===== src/bspline_keyframe_path_stepper_core_defines.svh =====
// Assertion macros for the camera path stepper core.
// Depends on nothing; included by the top level only.
`ifndef BSPLINE_KEYFRAME_PATH_STEPPER_CORE_DEFINES_SVH
`define BSPLINE_KEYFRAME_PATH_STEPPER_CORE_DEFINES_SVH

// Same-cycle implication, disabled while reset is asserted.
`define BKPS_ASSERT_IMP(lbl, clk_s, rstn_s, ante, cons, msg) \
	lbl: assert property (@(posedge clk_s) disable iff (!rstn_s) (ante) |-> (cons)) \
		else $error(msg);

// Next-cycle implication, disabled while reset is asserted.
`define BKPS_ASSERT_NXT(lbl, clk_s, rstn_s, ante, cons, msg) \
	lbl: assert property (@(posedge clk_s) disable iff (!rstn_s) (ante) |=> (cons)) \
		else $error(msg);

`endif


===== src/bkps_pkg.sv =====
// Shared constants and types of the camera path stepper.
// Depends on nothing; used by the interfaces, the divider, the core and the testbench.
package bkps_pkg;

	localparam int POINT_COUNT = 64;
	localparam int KEY_W       = $clog2(POINT_COUNT);
	localparam int FRAC_BITS   = 16;
	localparam int PROG_W      = FRAC_BITS + 2;
	localparam int UNIT_W      = FRAC_BITS + 1;
	localparam int SPEED_W     = FRAC_BITS + 1;
	localparam int FRAMES_W    = 15;
	localparam int MUL_A_W     = FRAC_BITS + 4;
	localparam int MUL_B_W     = PROG_W + 1;
	localparam int MUL_P_W     = MUL_A_W + MUL_B_W;
	localparam int ACC_W       = MUL_P_W;
	localparam int CX_W        = 28;
	localparam int RECIP3_SH   = 29;
	localparam int POS_SH      = FRAC_BITS - 7;
	localparam int VIEW_SH     = FRAC_BITS + 1;

	localparam logic [PROG_W-1:0]   ONE       = PROG_W'(1 << FRAC_BITS);
	localparam logic [PROG_W-1:0]   PROG_MAX  = PROG_W'((1 << PROG_W) - 1);
	localparam logic [CX_W-1:0]     RECIP3    = CX_W'(178956971);
	localparam logic [ACC_W-1:0]    HALF_POS  = ACC_W'(3 * (1 << (FRAC_BITS - 8)));
	localparam logic [ACC_W-1:0]    HALF_VIEW = ACC_W'(3 * (1 << FRAC_BITS));

	localparam logic OP_LOAD = 1'b0;
	localparam logic OP_STEP = 1'b1;

	typedef struct packed {
		logic               op;
		logic [KEY_W-1:0]   point_index;
		logic signed [15:0] point_x;
		logic signed [15:0] point_y;
		logic signed [15:0] point_z;
		logic signed [7:0]  point_roll;
		logic [15:0]        point_view_angle;
		logic [FRAMES_W-1:0] point_frames;
		logic               point_is_end;
	} in_item_t;

	typedef struct packed {
		logic signed [23:0] pos_x_out;
		logic signed [23:0] pos_y_out;
		logic signed [23:0] pos_z_out;
		logic signed [15:0] roll_out;
		logic [15:0]        view_angle_out;
		logic               finished;
	} out_item_t;

	typedef struct packed {
		logic signed [15:0] x;
		logic signed [15:0] y;
		logic signed [15:0] z;
	} pos_entry_t;

	typedef struct packed {
		logic signed [7:0]   roll;
		logic [15:0]         view;
		logic [FRAMES_W-1:0] frames;
		logic                is_end;
	} attr_entry_t;

	typedef struct packed {
		logic busy;
		logic done;
	} div_stat_t;

endpackage


===== src/bkps_div.sv =====
// Serial restoring divider giving the segment speed ONE / frames, one bit a cycle.
// Depends on bkps_pkg.
module bkps_div import bkps_pkg::*; (
	input  logic                clk,
	input  logic                arst_n,
	input  logic                start,
	input  logic [FRAMES_W-1:0] divisor,
	output div_stat_t           stat,
	output logic [SPEED_W-1:0]  quotient
);

	localparam int STEP_W = $clog2(SPEED_W);

	logic                busy_q, done_q, zero_q;
	logic [STEP_W-1:0]   step_q;
	logic [FRAMES_W-1:0] rem_q, div_q;
	logic [SPEED_W-1:0]  quo_q;
	logic [FRAMES_W:0]   trial, diff;
	logic                ge;

	assign trial = {rem_q, quo_q[SPEED_W-1]};
	assign ge    = trial >= {1'b0, div_q};
	assign diff  = trial - {1'b0, div_q};

	always_ff @(posedge clk or negedge arst_n) begin
		if (!arst_n) begin
			busy_q <= 1'b0;
			done_q <= 1'b0;
			step_q <= '0;
		end else begin
			done_q <= 1'b0;
			if (start) begin
				busy_q <= 1'b1;
				step_q <= '0;
			end else if (busy_q) begin
				step_q <= step_q + STEP_W'(1);
				if (step_q == STEP_W'(SPEED_W - 1)) begin
					busy_q <= 1'b0;
					done_q <= 1'b1;
				end
			end
		end
	end

	always_ff @(posedge clk) begin
		if (start) begin
			rem_q  <= '0;
			quo_q  <= SPEED_W'(ONE);
			div_q  <= divisor;
			zero_q <= divisor == '0;
		end else if (busy_q) begin
			rem_q <= ge ? diff[FRAMES_W-1:0] : trial[FRAMES_W-1:0];
			quo_q <= {quo_q[SPEED_W-2:0], ge};
		end
	end

	assign stat.busy = busy_q;
	assign stat.done = done_q;
	assign quotient  = zero_q ? '0 : quo_q;

endmodule


===== config.mk =====
export PLATFORM = sky130hd
export DESIGN_NAME = bkps_div
export DESIGN_NICKNAME = d
export VERILOG_FILES = /design/src/bspline_keyframe_path_stepper_core_defines.svh /design/src/bkps_pkg.sv /design/src/bkps_div.sv
export SDC_FILE = /design/constraint.sdc
export NUM_CORES = 1
export LEC_CHECK = 0
export BUFFER_PORTS_ARGS = -buffer_cell sky130_fd_sc_hd__buf_2
export CAP_MARGIN = 30
export CORE_MARGIN = 2
export CORE_UTILIZATION = 46
export DETAILED_ROUTE_END_ITERATION = 16
export MAX_ROUTING_LAYER = met4
export PLACE_DENSITY_LB_ADDON = 0.15
export SYNTH_ARGS = -nofsm -noshare
export SYNTH_HDL_FRONTEND = slang
export SYNTH_SLANG_ARGS = --single-unit
export TNS_END_PERCENT = 20

===== constraint.sdc =====
create_clock -name clk -period 3.4 [get_ports clk]
set_clock_uncertainty 0.15 [all_clocks]
set_input_delay 0.68 -clock clk [delete_from_list [all_inputs] [get_ports clk]]
set_output_delay 0.68 -clock clk [all_outputs]
set_load 0.05 [all_outputs]

# Word-level counts from Yosys, hierarchy flattened
# Cells that the tools add are included.
[word_totals] input_bits=18 register_bits=55
[classes] magnitude_cmp=1 n_addsub=2 eq_ne=1 muxes=10 n_reduce_logical=2
[op_table] operator="17-bit 2-to-1 mux" n=1
[op_table] operator="16-bit by 15-bit greater-or-equal comparator with 1-bit output" n=1
[op_table] operator="15-bit logical NOT" n=1
[op_table] operator="15-bit 2-to-1 mux" n=1
[op_table] operator="15-bit subtractor" n=1
[op_table] operator="5-bit 2-to-1 mux" n=2
[op_table] operator="1-bit 2-to-1 mux" n=6
[op_table] operator="5-bit by 1-bit adder with 5-bit output (second input constant)" n=1
[op_table] operator="5-bit equality test (second input constant)" n=1
[op_table] operator="2-bit nonzero test" n=1

# Depth between registers and ports, before layout
[logic_depth] depth_word=4 ltp_mapped=11 mapped_depth_nobuf=10

# Worst setup path before layout
# No wires, ideal clock.
[synth_timing] kind="reg-to-reg" from="reg div_q[0]" to="reg rem_q[14]" setup_ns=0.088 t_arrival_ns=2.381 slack_ns=0.781 period_less_slack_ns=2.619 path_stages_with_launch=10 path_cell_list="edfxtp_1 ha_1 fa_1 nand2b_1 a21oi_1 o21ai_0 nand4_1 nand2_2 or4_1 a311oi_2"
[synth_via] elab_chain_len=2 elab_cells_between_ends=3 classes_between="1 x add/sub; 1 x order compare; 1 x mux"
[synth_rtl] item="start, declared" line="bkps_div.sv:16" rtl="logic [FRAMES_W-1:0] rem_q, div_q;"
[synth_rtl] item="start signal, assigned" line="bkps_div.sv:49" rtl="div_q <= divisor;"
[synth_rtl] item="15-bit subtractor / 16-bit by 15-bit greater-or-equal comparator with 1-bit output (equally long branches)" line="bkps_div.sv:23, bkps_div.sv:22"
[synth_rtl] item="15-bit 2-to-1 mux *" line="bkps_div.sv:52" rtl="rem_q <= ge ? diff[FRAMES_W-1:0] : trial[FRAMES_W-1:0];"
[synth_rtl] item="end signal, assigned" line="bkps_div.sv:52"
[synth_rtl] item="end, declared" line="bkps_div.sv:16"
# Mark *: on every way between the ends. The rest lies on a longest branch, timed or not.
# A chain may end at the register's enable or synchronous reset.

# Worst setup path after layout
[layout_timing] from="reg quo_q[16]" to="reg rem_q[14]"
[layout_via] elab_chain_len=2 elab_cells_between_ends=3 classes_between="1 x add/sub; 1 x order compare; 1 x mux"
[layout_rtl] item="start, declared" line="bkps_div.sv:17" rtl="logic [SPEED_W-1:0] quo_q;"
[layout_rtl] item="start signal, assigned" line="bkps_div.sv:48" rtl="quo_q <= SPEED_W'(ONE);"
[layout_rtl] item="start signal, assigned" line="bkps_div.sv:53" rtl="quo_q <= {quo_q[SPEED_W-2:0], ge};"
[layout_rtl] item="15-bit subtractor / 16-bit by 15-bit greater-or-equal comparator with 1-bit output (equally long branches)" line="bkps_div.sv:23, bkps_div.sv:22"
[layout_rtl] item="15-bit 2-to-1 mux *" line="bkps_div.sv:52"
# Marked as above.

==> metrics.md <==
| Metric | Value |
|---|---|
| Outcome | `complete, no violations` |
| Combinational power share | `0.105` |
| Part of the power in registers | `0.570` |
| H-Tree Level Count | `2` |
| Multi-input logic area | `1530 um^2` |
| Routed Antenna Nets | `0` |
| Area post-placement | `3202 um^2` |
| Final Cycle Share | `0.8749` |
| Placed Cells incl. Taps | `424` |
| Clk sink count | `55` |
| Top-count cell post-synth | `nor2_1` |
| Post-synthesis mux area share | `0.05709` |
| Worst skew pair latency | `310 ps` |
| Finished Layout Cells | `432` |
| Largest family of logic cells by synthesized area | `simple AND/OR/NAND/NOR gates` |
| Chip Height | `84.49 um` |
| PortBufs | `36` |
| Die span in x | `84.49 um` |
| Max IR drop VDD | `0.2188 mV` |
| CTS Root Cell | `clkbuf_8` |
| Register area | `1297 um^2` |
| Residual DRC | `0` |
| Area fraction of the dominant cell type after synthesis | `0.2149` |
| Reg2Reg Setup Slack | `430 ps` |
| Syn nets | `361` |
| Synth Cell Area | `2980 um^2` |
| Mean Syn Cell Area | `9.170 um^2` |
| Setup ws final | `425.4 ps` |
| Post-synthesis sequential area ratio | `0.4349` |
| Die area | `7139 um^2` |
| Synth Area in Adders | `0.07809` |
| Sw Share | `0.2469` |
| Fmax | `336.2 MHz` |
| Placement Setup Slack | `432.1 ps` |
| Fin. Hold Viols | `0` |
| Via-to-Cell Ratio | `5.384` |
| Post-cts resize count | `0` |
| Post-synthesis xor/xnor area fraction | `0.03820` |
| Max stage delay cell, worst path | `or4_1` |
| First drt pass iteration count | `4` |
| Ports | `37` |
| CP max FO | `18` |
| Total net switching power | `0.0003080 W` |
| RSZ-0062 raised after global routing | `false` |
| Hold crit path type | `in -> async` |
| Syn-to-layout area delta | `10.92%` |
| FF+latch count, synth | `55` |
| Core area | `6314 um^2` |
| Leakage power | `1.578 nW` |
| Leading area contributor after synthesis | `dfxtp_1` |
| Cells after Synth | `325` |
| Antenna cells | `0` |
| GPL Wtd Cong | `0.8622` |
| Setup CP Type | `reg -> reg` |
| Worst-Margin Slew | `578.5 ps` |
| # hold bufs at CTS | `0` |
| Fillcell total | `596` |
| Initial antenna violation count | `0` |
| Max Cap Violations | `0` |
| Vias in the first global route | `2256` |
| Simple-Gate Fraction of Synth Area | `0.2003` |
| Final worst path period need | `2975 ps` |
| CP Data Arrival Time | `3050 ps` |
| CTS tree | `done` |
| Initial Util | `0.4721` |
| Cell area after layout | `3306 um^2` |
| Via count | `2326` |
| Post CTS Setup Buffer Count | `0` |
| Largest net degree at the start of global routing | `52` |
| WP data required | `3470 ps` |
| Number of synthesized flops with an enable pin | `16` |
| Worst path max stage delay | `590 ps` |
| First-pass GRT wire length | `10.53 mm` |
| Post-synthesis cell type count | `51` |
| Setup violators final | `0` |
| HPWL after DPL | `4.329 mm` |
| FP Rows | `29` |
| CP Cell Sequence | `inv_1, ha_1, fa_1, nand2b_1, a21oi_1, o21ai_0, nand4_1, nand2_2, or4_1, a311oi_2` |
| Ys async rst share | `0.1273` |
| Int Power | `0.0009393 W` |
| Power per cell area | `377.3 nW/um^2` |
| CP Launch Type | `flip-flop` |
| Slew Limit Fails | `0` |
| Top FF cell, synth | `dfxtp_1` |
| Fin util | `0.5236` |
| Worst rel slew slack | `0.6143` |
| Compound-Gate Fraction of Synth Area | `0.1398` |
| Total GRT Usage | `0.1839` |
| Grt total ovfl | `0` |
| Layout cells sized above 1 | `0.1549` |
| Crit end category | `flip-flop` |
| Clock transition at the registers of the reported paths | `100 ps` |
| Nets@finish | `390` |
| Post-synth top cells | `nor2_1 (45), nand2_1 (37), dfxtp_1 (32), inv_1 (21)` |
| Clk network pwr share | `0.326` |
| Setup TNS | `0 ps` |
| Yosys warns | `0` |
| WL final | `6.033 mm` |
| DR WL/cell | `13.97 um` |
| Iter 0 DRT Violations | `126` |
| TritonCTS buffer count | `5` |
| Synth top area cells | `dfxtp_1 (21%), edfxtp_1 (16%), ha_1 (7.1%)` |
| Clock Path Buffers | `2` |
[per-stage QoR]
stage	hold slack [ps]	total power, W
6_report	32.93	0.001247
5_1_grt	19.82	0.001319
4_1_cts	27.32	0.001266
3_5_place_dp	352.5	0.0008550
3_3_place_gp	342.6	0.0008547
2_1_floorplan	234.4	0.0008142
[flip-flops by register name, indices dropped and copies added (netlist names)]
name	flops
done_q	1
step_q	5
quo_q	17
zero_q	1
busy_q	1
div_q	15
rem_q	15
[cells in the final DEF, fill, tap and decap left out, types with 3 or more instances in the layout]
| master | Yosys | layout |
|---|---|---|
| xnor2_1 | 6 | 6 |
| nor3_1 | 4 | 4 |
| buf_2 | 3 | 36 |
| and3_1 | 4 | 4 |
| a211oi_1 | 3 | 3 |
| nor2b_1 | 17 | 17 |
| nor2_1 | 45 | 45 |
| a21o_1 | 4 | 4 |
| ha_1 | 17 | 17 |
| o21a_1 | 3 | 3 |
| nand2_1 | 37 | 37 |
| clkbuf_8 | 0 | 5 |
| a21oi_1 | 8 | 8 |
| a21oi_2 | 3 | 3 |
| edfxtp_1 | 16 | 16 |
| nor4_1 | 5 | 5 |
| dfxtp_1 | 32 | 32 |
| a311oi_1 | 10 | 10 |
| mux2i_1 | 17 | 17 |
| dfrtp_1 | 7 | 6 |
| xor2_1 | 7 | 7 |
| inv_1 | 21 | 21 |
| o21ai_0 | 6 | 6 |
| nand4_1 | 5 | 5 |
| nand3_1 | 4 | 4 |
[cells by family after synthesis]
group           count (synthesis)
compound gates                 55
xor+xnor                       13
fa+ha+maj                      18
buf+inv                        38
flops                          55
mux                            17
simple gates                  129
[final timing paths]
| kind | start | to | depth (start not counted) |
|---|---|---|---|
| setup / recovery | quo_q[16] | rem_q[14] | 10 |
| hold / removal | arst_n | done_q | 1 |
| setup reg to reg | quo_q[16] | rem_q[14] | 10 |
| hold reg to reg | rem_q[7] | rem_q[8] | 2 |
| max in group asynchronous | arst_n | busy_q | 1 |
| min in group clk | rem_q[7] | rem_q[8] | 2 |
[power groups by stage]
| stage | clock (W) | combinational, W | sequential (W) |
|---|---|---|---|
| global route | 0.000456 | 0.000149 | 0.000714 |
| finish | 0.000406 | 0.000131 | 0.000711 |
| CTS | 0.000425 | 0.000130 | 0.000711 |
| detailed placement | 0 | 0.000130 | 0.000725 |
| global placement | 0 | 0.000130 | 0.000725 |
| floorplan | 0 | 0.0000938 | 0.000720 |
[final cells by class]
cell class | instances | area share
Sequential cell | 55 | 0.3925
Tap cell | 77 | 0.02914
Clock inverter | 1 | 0.001893
Inverter | 22 | 0.02498
Timing Repair Buffer | 38 | 0.05905
Clock buffer | 7 | 0.02952
Multi-Input combinational cell | 232 | 0.4629
[worst max-delay path, delay by kind of cell, from the launching register on]
kind | cells | cell delay (ps)
DFF | 1 | 340
AOI/OAI and AO/OA | 3 | 600
buffers and inverters | 1 | 70
adders and majority gates | 2 | 590
and+or+nand+nor | 4 | 1140
[layer usage]
layer	global-route usage	routed length (um)
met1	0.2559	3043
met2	0.2827	2766
met3	0.03245	163
met4	0.03896	59
met5	-	0
Power figures use the tool's default switching activity.
