File: src/bspline_keyframe_path_stepper_core_defines.svh
// Assertion macros for the camera path stepper core.
// Depends on nothing; included by the top level only.
`ifndef BSPLINE_KEYFRAME_PATH_STEPPER_CORE_DEFINES_SVH
`define BSPLINE_KEYFRAME_PATH_STEPPER_CORE_DEFINES_SVH

// Same-cycle implication, disabled while reset is asserted.
`define BKPS_ASSERT_IMP(lbl, clk_s, rstn_s, ante, cons, msg) \
	lbl: assert property (@(posedge clk_s) disable iff (!rstn_s) (ante) |-> (cons)) \
		else $error(msg);

// Next-cycle implication, disabled while reset is asserted.
`define BKPS_ASSERT_NXT(lbl, clk_s, rstn_s, ante, cons, msg) \
	lbl: assert property (@(posedge clk_s) disable iff (!rstn_s) (ante) |=> (cons)) \
		else $error(msg);

`endif

File: src/bkps_ram.sv
// Generic single-port-write, single-port-read RAM with registered read data.
// Depends on nothing.
module bkps_ram #(
	parameter int WIDTH = 8,
	parameter int DEPTH = 16
) (
	input  logic                     clk,
	input  logic                     we,
	input  logic [$clog2(DEPTH)-1:0] waddr,
	input  logic [WIDTH-1:0]         wdata,
	input  logic [$clog2(DEPTH)-1:0] raddr,
	output logic [WIDTH-1:0]         rdata
);

	logic [WIDTH-1:0] mem_q [DEPTH];

	always_ff @(posedge clk) begin
		if (we) begin
			mem_q[waddr] <= wdata;
		end
		rdata <= mem_q[raddr];
	end

endmodule

File: config.mk
export PLATFORM = sky130hd
export DESIGN_NAME = bkps_ram
export DESIGN_NICKNAME = d
export VERILOG_FILES = /design/src/bspline_keyframe_path_stepper_core_defines.svh /design/src/bkps_ram.sv
export SDC_FILE = /design/constraint.sdc
export NUM_CORES = 1
export LEC_CHECK = 0
export ABC_CLOCK_PERIOD_IN_PS = 4100
export BUFFER_PORTS_ARGS = -buffer_cell sky130_fd_sc_hd__buf_2
export CORE_ASPECT_RATIO = 0.75
export CORE_MARGIN = 2
export CORE_UTILIZATION = 45
export CTS_CLUSTER_DIAMETER = 80
export CTS_CLUSTER_SIZE = 8
export DETAILED_ROUTE_END_ITERATION = 10
export PLACE_DENSITY = 0.6
export SLEW_MARGIN = 20
export SYNTH_ARGS = -nofsm -noshare
export SYNTH_HDL_FRONTEND = slang
export SYNTH_SLANG_ARGS = --single-unit
File: constraint.sdc
create_clock -name clk -period 4.1 [get_ports clk]
set_input_delay 0.41 -clock clk [delete_from_list [all_inputs] [get_ports clk]]
set_output_delay 0.41 -clock clk [all_outputs]
set_load 0.005 [all_outputs]
* Yosys cells after proc, flatten, opt, wreduce, memory -nomap -nowiden
Memory sizes are Yosys's and may differ from the RTL's. A register that Yosys moved wholly into a read port is not among the register bits.
Index checks and enable logic that the tools add are counted.
** Cells by class
- Multiplexer cells :: 2
** Operator list (number)
- $mux W1 :: 2
** Word-level totals
- Bits in registers :: 0
- Memory bits (writable) :: 128
- Output and inout port bits :: 8
- Word-level logic and storage cells :: 3
- Memories kept :: 1
** Memory list
- mem_q :: depth 16, bits a word 8, rd ports 1, clocked after Yosys merged registers in 1, wr ports 1, RTL line bkps_ram.sv:15 : logic [WIDTH-1:0] mem_q [DEPTH];

* Longest topological paths before layout
Gate-level depths: netlist of run 1.
- Word-level depth :: 2
- Gate-level depth with buffers :: 5
- Gate-level depth less buffers :: 3

* Worst setup path before layout of run 1
OpenSTA, ideal clock, no wires.
- Path type :: in2reg
- Start :: input port waddr[2]
- End :: memory mem_q[0][0] (enable)
- Library setup time :: 0.383 ns
- Data arrival time :: 1.520 ns
- Path slack :: 2.197 ns
- Cell stages on the path :: 2
- Buffers on the path :: 0
- Cells stage by stage :: or3b_2 nor3_1
** RTL lines
- from (decl) :: RTL line bkps_ram.sv:9 : input logic [$clog2(DEPTH)-1:0] waddr,
- to (decl) :: RTL line bkps_ram.sv:15
Straight into the memory's write port.

* Final worst setup path of run 1
- Start :: input port waddr[2]
- End :: memory mem_q[2][1] (enable)
Straight into the memory's write port.

==> reports/results.txt, run 1 <==
Status = completed
Setup crit end = mem_q[2][1]
Num CTS Buffers = 17
Peak Freq = 590 MHz
Post-Route WL = 9740 um
Seq/Total Area, Yosys = 77.8%
H-tree levels = 4
Syn Area/Cell = 22.5 um2
DP Area = 5380 um2
Area grow syn2layout = 16.2%
Clock Skew = 9.13 ps
Post-synth EDFFs = 128
Clk sinks = 136
Final TNS setup = 0 ps
Peak supply drop = 0.314 mV
Critical-path maximum fanout = 8
Worst Hold Class = input pin to flop
Placer Congestion = 0.744
Worst EP required = 4130 ps
Critical Path Source Type = input pin
Max Buffers Root-to-Sink = 2
Top FF cell, synth = edfxtp_1
Port bufs = 25
Residual DRC = 0
Least-Margin Pin Slew = 980 ps
Initial antenna violation count = 0
Hold Fails Final Rpt = 0
Crit Path Class = input pin to flop
Critical Path Start = waddr[2]
Asr flop ratio synth = 0%
Num rows = 33
Drt first-iter violations = 185
Initial Util = 46.7%
RSZ-0062 raised after global routing = no
Most numerous cell in the Yosys netlist = edfxtp_1
Synthesized Nets = 247
GR Overflow Total = 0
Vias in the first global route = 2,238
Largest stage delay on the critical path = 690 ps
Die area = 12,300 um2
Hold-fix buffer count after cts = 0
Top cell type's share of synthesized area = 74.7%
Slew Limit Headroom = 34.4%
Crit path DAT = 1720 ps
Final Instance Area = 5980 um2
Hold Slack = 386 ps
Synth area leader = edfxtp_1
Worst-path cell chain = buf_2, or3b_2, nor2_1
Flop2flop setup slack = 2740 ps
Core area = 11,000 um2
Critical Path Sink Type = flop
DR pass1 iterations = 4
NumNets Final = 282
WL/cell = 23.4 um
Period utilization = 41.3%
Cells after synthesis = 229
Synth top area cells = edfxtp_1, mux4_2, mux4_1, dfxtp_1, a22oi_1
Root buf cell = clkbuf_16
Global-route wire length before repair = 14,400 um
Yosys warns = 0
Layout cell share with drive strength beyond 1 = 27.1%
Final setup fails = 0
Top post-synthesis cells by count = edfxtp_1, mux4_2, a22oi_1, mux4_1, nor2_1
CTS tree = yes
Worst r2r src = mem_q[8][1]
Slowest cell on crit path = nor2_1
Worst hold path cell count = 1
Max-cap viol count = 0
Die Span Y = 96.6 um
Leak Pwr = 2.00 nW
GRT Util Overall = 16.8%
Worst-Skew Late Latency = 410 ps
ANT cells = 0
HPWL after DPL = 5720 um
Post-route minimum period = 1690 ps
I/O pin count = 26
Vias = 2,308
Clk pin slew, worst setup/hold paths = 50 ps
Synth Register Bits = 136
R2R cell count = 3
Routed vias/inst = 5.53
Reg2reg end = rdata[1]
CTS resizes = 0
Remaining antenna violation count after routing = 0
Largest net degree at the start of global routing = 33
Final Max Slew Viols = 0
Post-CTS setup buffers = 0
Utilization after layout = 54.3%
Cell area after synthesis = 5150 um2
Netlist cell types = 19
Die X = 127 um
Pwr per Cell Area = 541 nW/um2
## per-stage QoR
stage                     setup WS (ps)  total power [mW]  cells
after floorplan                    2200              1.67    229
after global placement             1630              1.73    385
after detailed placement           1630              1.73    385
after CTS                          2060              3.26    417
after global routing               2330              3.34    417
final                              2410              3.24    417
## power breakdown
part	switching, mW	internal [mW]	total, mW
clock network	0.530	1.01	1.54
registers	0.00905	1.56	1.56
logic	0.0795	0.0556	0.135
total	0.618	2.62	3.24
## registers in the layout (all words and copies together) (netlist names)
name,flops
mem_q,128
rdata,8
## kinds of logic after synthesis
group,Yosys count,synth area share [%]
AND/OR/NAND/NOR,35,3.18
flip-flops,136,77.8
AO/OA/AOI/OAI,16,2.33
buffers and inverters,10,1.68
multiplexers,32,15.0
## cell type report
cell class | instances | area (um2)
Tap cell | 140 | 175
Multi-Input combinational cell | 83 | 1070
Timing Repair Buffer | 26 | 135
Sequential cell | 136 | 4000
Clock buffer | 21 | 440
Clock inverter | 11 | 154
Fill cell | 876 | 5040
## worst min-delay path by stage
stage | to | start | slack, ps
after floorplan | mem_q[0][0] | wdata[0] | 510
after global placement | rdata[5] | mem_q[11][5] | 660
after detailed placement | rdata[1] | mem_q[4][1] | 660
after CTS | mem_q[6][4] | wdata[4] | 380
after global routing | mem_q[8][4] | wdata[4] | 400
final | mem_q[6][4] | wdata[4] | 390
## placed cells by master (no fill, tap or decap)
master       n
nand2_1      9
nor2b_1      1
dfxtp_1      8
mux4_1      14
nor2_1      13
nor3_1       1
bufinv_16    4
or3b_2       1
nor3_2       3
nand2b_1     2
and2_1       1
clkinv_1     1
and2b_1      1
clkinv_2     6
clkbuf_1     4
buf_4        2
edfxtp_1   128
mux4_2      18
nand3_1      1
a22oi_1     16
clkbuf_16   17
nand3b_1     2
buf_2       24
## worst max-delay path: cells and delay by family
family	cells	cell delay (ps)
buf+inv	1	110
simple gates	2	1200
## per-layer routing
metal | wire, um | track usage (%) | vias up
li1 | - | - | 1045
met1 | 4490 | 25.4 | 1184
met2 | 4520 | 23.2 | 70
met3 | 626 | 5.09 | 9
met4 | 98 | 5.83 | 0
met5 | 0 | 0 | -
Note: power is estimated with default switching activity, not from simulation.
==> run 2, diff against run 1 <==
--- a/config.mk
+++ b/config.mk
@@ -5,7 +5,8 @@
 export SDC_FILE = /design/constraint.sdc
 export NUM_CORES = 1
 export LEC_CHECK = 0
-export ABC_CLOCK_PERIOD_IN_PS = 4100
+export ABC_AREA = 1
+export ABC_CLOCK_PERIOD_IN_PS = 1500
 export BUFFER_PORTS_ARGS = -buffer_cell sky130_fd_sc_hd__buf_2
 export CORE_ASPECT_RATIO = 0.75
 export CORE_MARGIN = 2
@@ -13,7 +14,7 @@
 export CTS_CLUSTER_DIAMETER = 80
 export CTS_CLUSTER_SIZE = 8
 export DETAILED_ROUTE_END_ITERATION = 10
-export PLACE_DENSITY = 0.6
+export PLACE_DENSITY = 0.62
 export SLEW_MARGIN = 20
 export SYNTH_ARGS = -nofsm -noshare
 export SYNTH_HDL_FRONTEND = slang
==> constraint.sdc (replaced) <==
create_clock -name clk -period 1.5 [get_ports clk]
set_input_delay 0.15 -clock clk [delete_from_list [all_inputs] [get_ports clk]]
set_output_delay 0.15 -clock clk [all_outputs]
set_load 0.005 [all_outputs]
==> run 2 against run 1 <==
Cell count increased by 85%. Clock power increased to 2.6 times the previous value. Combinational power increased to 4.0 times the previous value. Cell area increased by 12%. Core utilization decreased by 0.055 points. Routed wire length increased by 41%. Critical endpoint is now rdata[6].
==> reports/results.txt, run 2 <==
Layout cell share with drive strength beyond 1 = 12.4% (was 27.1%)
Critical-path maximum fanout = 1 (was 8)
Crit path DAT = 930 ps (was 1720 ps)
GRT Util Overall = 21.8% (was 16.8%)
Drt first-iter violations = 465 (was 185)
Combinational Power Share = 6.1% (was 4.2%)
Worst Hold Class = input pin to flop (unchanged)
Residual DRC = 0 (unchanged)
Worst-Skew Late Latency = 420 ps (was 410 ps)
Clock Skew = 6.18 ps (was 9.13 ps)
Hold Fails Final Rpt = 0 (unchanged)
Post-Route WL = 13,700 um (was 9740 um)
Clk pin slew, worst setup/hold paths = 60 ps (was 50 ps)
Core area = 12,400 um2 (was 11,000 um2)
Top post-synthesis cells by count = nand2_1, edfxtp_1, inv_1, nand3_1, nor2_1 (was edfxtp_1, mux4_2, a22oi_1, mux4_1, nor2_1)
HPWL after DPL = 8300 um (was 5720 um)
Num rows = 35 (was 33)
Seq/Total Area, Yosys = 69.4% (was 77.8%)
H-tree levels = 4 (unchanged)
Asr flop ratio synth = 0% (unchanged)
Most frequent cells in the layout = nand2_1, edfxtp_1, inv_1 (was edfxtp_1, buf_2, mux4_2)
Multi-input logic area = 1210 um2 (was 1070 um2)
Sw Share = 21.4% (was 19.1%)
Placer Congestion = 0.849 (was 0.744)
Met3 routed WL = 1420 um (was 626 um)
Max Buffers Root-to-Sink = 2 (unchanged)
Max-cap viol count = 0 (unchanged)
Synthesized Nets = 569 (was 247)
DP Area = 6150 um2 (was 5380 um2)
Sequential share of power = 48.3% (about the same)
Slew Limit Headroom = 71.2% (was 34.4%)
Peak supply drop = 0.827 mV (was 0.314 mV)
Vias in the first global route = 3,622 (was 2,238)
RSZ-0062 raised after global routing = no (unchanged)
Slowest cell on crit path = dfxtp_1 (was nor2_1)
Die X = 135 um (was 127 um)
Least-Margin Pin Slew = 433 ps (was 980 ps)
I/O pin count = 26 (unchanged)
Reg area = 4000 um2 (unchanged)
Initial Util = 46.5% (was 46.7%)
Area grow syn2layout = 16.5% (was 16.2%)
Critical Path Source Type = flop (was input pin)
Clk sinks = 136 (unchanged)
WL/cell = 17.8 um (was 23.4 um)
ANT cells = 0 (unchanged)
Post-CTS setup buffers = 0 (unchanged)
Largest net degree at the start of global routing = 65 (was 33)
Final Max Slew Viols = 0 (unchanged)
CTS resizes = 0 (unchanged)
Max reg flops = 128 (unchanged)
Largest regs = mem_q x128, rdata x8 (unchanged)
Num CTS Buffers = 17 (unchanged)
Crit path max-delay family = flip-flops (was simple AND/OR/NAND/NOR gates)
Routed vias/inst = 5.07 (was 5.53)
Peak Freq = 928 MHz
Most common cell after layout, fill and taps aside = nand2_1 (was edfxtp_1)
Status = completed (unchanged)
Top FF cell, synth = edfxtp_1 (unchanged)
CTS tree = yes (unchanged)
Netlist cell types = 12 (was 19)
Root buf cell = clkbuf_16 (unchanged)
Synth area leader = edfxtp_1 (unchanged)
Metal-1 WL = 6410 um (was 4490 um)
Met2 WL post-DR = 5630 um (was 4520 um)
Hold-fix buffer count after cts = 0 (unchanged)
DR pass1 iterations = 8 (was 4)
Worst EP required = 1350 ps (was 4130 ps)
Top cell type's share of synthesized area = 66.7% (was 74.7%)
Synth top area cells = edfxtp_1, nand2_1, nand3_1, inv_1, dfxtp_1 (was edfxtp_1, mux4_2, mux4_1, dfxtp_1, a22oi_1)
Clk pwr share = 45.6% (was 47.5%)
P_sw = 1.90 mW (was 0.618 mW)
Initial antenna violation count = 0 (unchanged)
Largest stage delay on the critical path = 380 ps (was 690 ps)
WP buf/inv = 1 (unchanged)
Cells after synthesis = 551 (was 229)
Top sig layer = met4 (unchanged)
Global-route wire length before repair = 21,200 um (was 14,400 um)
Final TNS setup = 0 ps (unchanged)
Cell Int Power = 6.97 mW (was 2.62 mW)
Crit Path Class = flop to output pin (was input pin to flop)
Post-synth EDFFs = 128 (unchanged)
Largest reg by FF count = mem_q (unchanged)
Die area = 13,700 um2 (was 12,300 um2)
Die Span Y = 102 um (was 96.6 um)
Final Instance Area = 6720 um2 (was 5980 um2)
Vias = 3,916 (was 2,308)
Most numerous cell in the Yosys netlist = nand2_1 (was edfxtp_1)
Final setup fails = 0 (unchanged)
# fillers = 1,057 (was 876)
Port bufs = 25 (unchanged)
Pwr per Cell Area = 1320 nW/um2 (was 541 nW/um2)
Worst-path cell chain = buf_2 (was buf_2, or3b_2, nor2_1)
Yosys warns = 0 (unchanged)
Synth Register Bits = 136 (unchanged)
Period utilization = 71.8%
Post-route minimum period = 1080 ps
Remaining antenna violation count after routing = 0 (unchanged)
GR Overflow Total = 0 (unchanged)
Syn Area/Cell = 10.5 um2 (was 22.5 um2)
NumNets Final = 613 (was 282)
Critical Path Sink Type = output pin (was flop)
Leak Pwr = 2.93 nW (was 2.00 nW)
Cell area after synthesis = 5770 um2 (was 5150 um2)
-- run 2: logic make-up (layout without fill, tap and decap cells) --
logic type / count (synthesis) / after routing / share of synthesized area [%]
buf+inv: 126 / 182 / 9.52
flops: 136 / 136 / 69.4
simple gates: 289 / 289 / 21.0
-- run 2: cell type report --
class,instances,area share [%]
multi-input combinational,289,18.1
timing repair buffer,49,5.10
clock buffer,18,6.39
inverter,102,5.70
tap,166,3.09
clock inverter,13,2.03
sequential,136,59.6
-- run 2: per-layer routing --
metal | track usage (%) | vias to the layer above
li1 | - | 1859
met1 | 32.3 | 1841
met2 | 29.4 | 197
met3 | 7.39 | 19
met4 | 8.91 | 0
met5 | 0 | -
-- run 2: per-stage QoR --
stage / setup WS, ps / power, mW / hold slack, ps / instances / utilization (%)
floorplan: 399 / 4.65 / 249 / 551 / -
global placement: 207 / 4.89 / 532 / 742 / 49.6
detailed placement: 196 / 4.90 / 527 / 742 / 49.6
CTS: 402 / 8.89 / 92.0 / 773 / 54.2
global route: 373 / 9.16 / 115 / 773 / 54.2
finish: 422 / 8.87 / 92.2 / 773 / 54.2
-- run 2: final timing paths --
kind                      from       end  slack (ps)  depth (start not counted)
hold / removal        raddr[3]  rdata[1]          90                          3
hold reg to reg   mem_q[11][7]  rdata[7]         680                          6
setup / recovery      rdata[6]  rdata[6]         420                          1
setup reg to reg   mem_q[8][3]  rdata[3]         450                          6
-- run 2: power groups by stage --
stage                     Combinational, mW  Sequential, mW  Clock, mW
final                                 0.539            4.28       4.05
after floorplan                       0.300            4.35          0
after global placement                0.530            4.36          0
after global routing                  0.602            4.29       4.27
after detailed placement              0.535            4.36          0
after CTS                             0.540            4.29       4.06
